==> src/hdl/sact_ram.sv <==
// ============================================================================
// sact_ram
// Generic single-port synchronous RAM with registered read.
// ============================================================================
module sact_ram #(
    parameter int WIDTH = 8,
    parameter int DEPTH = 64
) (
    input  logic                     i_clk,
    input  logic                     i_we,
    input  logic [$clog2(DEPTH)-1:0] i_addr,
    input  logic [WIDTH-1:0]         i_wdata,
    output logic [WIDTH-1:0]         o_rdata
);
    logic [WIDTH-1:0] r_mem [DEPTH];
    logic [WIDTH-1:0] r_rdata;

    always_ff @(posedge i_clk) begin
        if (i_we) begin
            r_mem[i_addr] <= i_wdata;
        end
        r_rdata <= r_mem[i_addr];
    end

    assign o_rdata = r_rdata;
endmodule
==> config.mk <==
export PLATFORM = sky130hd
export DESIGN_NAME = sact_ram
export DESIGN_NICKNAME = d
export VERILOG_FILES = /design/src/hdl/sact_ram.sv
export SDC_FILE = /design/constraint.sdc
export NUM_CORES = 1
export LEC_CHECK = 0
export BUFFER_PORTS_ARGS = -buffer_cell sky130_fd_sc_hd__buf_2
export CORE_ASPECT_RATIO = 1.75
export CORE_MARGIN = 3
export CORE_UTILIZATION = 38
export DETAILED_ROUTE_END_ITERATION = 6
export PLACE_DENSITY = 0.53
export SYNTH_ARGS = -nofsm -noshare
export SYNTH_HDL_FRONTEND = slang
export SYNTH_SLANG_ARGS = --single-unit
==> constraint.sdc <==
create_clock -name i_clk -period 2.57 [get_ports i_clk]
set_clock_uncertainty 0.1 [all_clocks]
set_input_delay 0.1285 -clock i_clk [delete_from_list [all_inputs] [get_ports i_clk]]
set_output_delay 0.1285 -clock i_clk [all_outputs]
set_load 0.02 [all_outputs]
==> impl_metrics.csv <==
group,metric,value,unit
yosys,synth_edf_count,512,
sta,setup_violations,0,
clock_tree,clkLatencyLatePin,570,ps
finish,layout_commonest_cell,"edfxtp_1",
grt,grt_pass1_vias,12000,
clock_tree,cts_root_buf,"clkbuf_16",
grt,overflow,0,
worst_setup_path,path_delay_family,"multiplexers",
yosys,ys_ff_latch,520,
sta,fin_crit,2420,ps
worst_setup_path,critical_path_class,"reg -> reg",
sta,report.final.hold_viol_count,0,
power_and_ir_drop,p_leak,8.05,nW
yosys,avgSynthCellArea,17.5,µm²
detailed_routing,wl_per_cell,28.8,µm
finish,drive_gt1_share,24.0,%
worst_setup_path,worst_setup_path_end_kind,"register",
clock_tree,h-tree-depth,2,
detailed_routing,dr.pass1.iters,5,
finish,nNetsFinal,1372,
grt,grt.total_usage,20.8,%
finish,area_delta_synth_final,18.3,%
floorplan,coreArea,0.0528,mm²
sta,fmax,413,MHz
grt,grt_first_pass_wirelength,85900,µm
yosys,synth_nets,1187,
yosys,async_flop_share,0,%
clock_tree,cts_buffers,45,
yosys,synth_area_leaders,"edfxtp_1, mux4_2, mux2i_1, nor2_1, a22oi_1",
worst_setup_path,startpoint_type,"register",
finish,fillers,4633,
placed_design,io_buffers,23,
clock_tree,cts.clk_slew.worst_paths,70,ps
worst_setup_path,cp_slowest_cell,"or4b_1",
detailed_routing,drcViolationCount,0,
clock_tree,cts_tree,"built",
yosys,syn_inst,1171,
outcome,status,"complete, no violations",
placed_design,dp_hpwl,40800,µm
sta,hold_ws,72.5,ps
finish,multiInputGateArea,0.00452,mm²
floorplan,start_util,38.7,%
worst_setup_path,crit_fanout,1,
sta,final_max_slew_viol_count,0,
worst_setup_path,cp.required,2900,ps
detailed_routing,routed_wl,59700,µm
floorplan,die_w,181,µm
yosys,yosysWarnings,0,
yosys,yosysTopAreaCellShare,75.2,%
placed_design,placed_area,0.0227,mm²
sta,max-slew-margin-rel,12.2,%
sta,grt_setup_unrepaired,"no",
detailed_routing,vias,11900,
finish,postLayoutCoreUtil,45.8,%
finish,final_cell_mix,"edfxtp_1, buf_4, nor2_1",
sta,tightest_slew,1320,ps
worst_hold_path,worstHoldStart,"i_wdata[3]",
clock_tree,cts_buffer_depth,3,
sta,fin_ws,149,ps
clock_tree,cts_sinks,520,
floorplan,fp.dieH,313,µm
placed_design,gp_congestion,0.910,
worst_setup_path,worstPathCellList,"mux2_1 > mux4_2 > o21ai_1 > o2111ai_1 > or4b_1",
worst_setup_path,critPathMaxStageDelay,600,ps
yosys,yosysUniqueCellTypes,56,
finish,ff_latch_area,0.0155,mm²
detailed_routing,vias_per_cell,5.72,
yosys,synth_flop_cell,"edfxtp_1",
power_and_ir_drop,ir_drop,0.366,mV
worst_setup_path,critPathBufInv,0,
yosys,ys_seq_area_share,76.0,%
worst_hold_path,hold_depth,1,
detailed_routing,drtIter0Drc,1095,
worst_setup_path,rr_startpoint,"r_mem[4][7]",
yosys,synth_top_cell_by_area,"edfxtp_1",
power_and_ir_drop,powerDensity,723,mW/mm²
detailed_routing,drt.antenna.violating_nets,0,
grt,antenna_found_initial,1,
floorplan,fp.dieArea,0.0567,mm²
grt,grt_max_degree,65,
worst_setup_path,cp.depth,5,
worst_setup_path,cp.arrival,2750,ps
worst_setup_path,rr_worst_depth,5,
floorplan,rows,111,
worst_setup_path,startpoint,"r_mem[4][7]",
worst_hold_path,hold_path.class,"in -> reg",
floorplan,io-pin-count,24,
finish,final_area,0.0242,mm²
sta,min_period_over_period,94.2,%
clock_tree,cts.repair.resized,0,
job,maxCapViolCount,0,
yosys,syn-cell-area,0.0204,mm²
placed_design,pre_cts_ws,-357,ps
-- per-stage QoR --
| stage | total power, mW | std cells | setup TNS [ps] |
|---|---|---|---|
| final | 17.5 | 2072 | 0 |
| after global routing | 18.0 | 2071 | 0 |
| after CTS | 17.6 | 2071 | 0 |
| after detailed placement | 10.8 | 1984 | -1500 |
| after global placement | 10.7 | 1984 | -1120 |
| after floorplan | 10.1 | 1171 | 0 |
-- synth_stat cells, types with 8 or more instances --
cell      instances
a21oi_1          28
a221o_1          11
a221oi_1         21
a22o_1           10
a22oi_1          40
a31oi_1          15
and2_1            9
and3_1            9
buf_2            30
clkbuf_1         36
dfxtp_1           8
edfxtp_1        512
mux2i_1          63
mux4_2           41
nand2_1          45
nand2b_1         24
nand3_1           8
nand3b_1         12
nor2_1           82
nor2b_1           8
o21ai_0           9
o221ai_1          9
o22a_1           11
o22ai_1          22
-- where the power goes --
part	internal, mW	total, mW	switching [mW]
sequential	9.38	9.42	0.0354
combinational	0.413	1.15	0.736
clock	3.88	6.93	3.05
total	13.7	17.5	3.82
-- area by class of cell --
type	instances	area share, %
diodes	1	0.0103
flip-flops and latches	520	64.2
repair buffers	219	7.41
clock inverters	25	1.08
multi-input cells	567	18.7
clock buffers	59	5.05
inverters	3	0.0466
well taps	678	3.51
-- what timing repair did --
item | 4_1_cts | 5_1_grt
setup buffers | 0 | 0
endpoints found under the hold margin | 56 | 0
hold buffers | 3 | 0
-- cell families (layout without fill, tap and decap cells) --
group                  count (synthesis)  after routing  synth area share [%]
flip-flops                           520            520                  76.0
AND/OR/NAND/NOR                      229            229                  5.71
AO/OA/AOI/OAI                        222            222                  8.08
multiplexers                         116            116                  8.26
buffers and inverters                 84            306                  1.98
other                                  0              1                     0
-- worst reg2reg max path, cell delays in order, from the launching register on --
cell and delay, ps:
edfxtp_1 370, mux2_1 290, mux4_2 450, o21ai_1 190, o2111ai_1 280, or4b_1 600
-- worst paths after layout --
kind	end	slack, ps
worst max-delay path	o_rdata[7]	150
worst min-delay path	r_mem[35][3]	70
worst max register to register	o_rdata[7]	150
worst min register to register	o_rdata[4]	540
-- registers in the layout (all words and copies together), names as in the netlist --
| register | cells |
|---|---|
| r_mem | 512 |
| o_rdata | 8 |
-- per-layer routing --
layer  wire, µm  vias up  track usage, %
met5          0        -               0
met2      31600      439            37.4
li1           -     5120               -
met3       2930      122            2.47
met1      22100     6178            24.8
met4       3010        0            9.34
No activity file was read; power rests on OpenSTA's default activity.
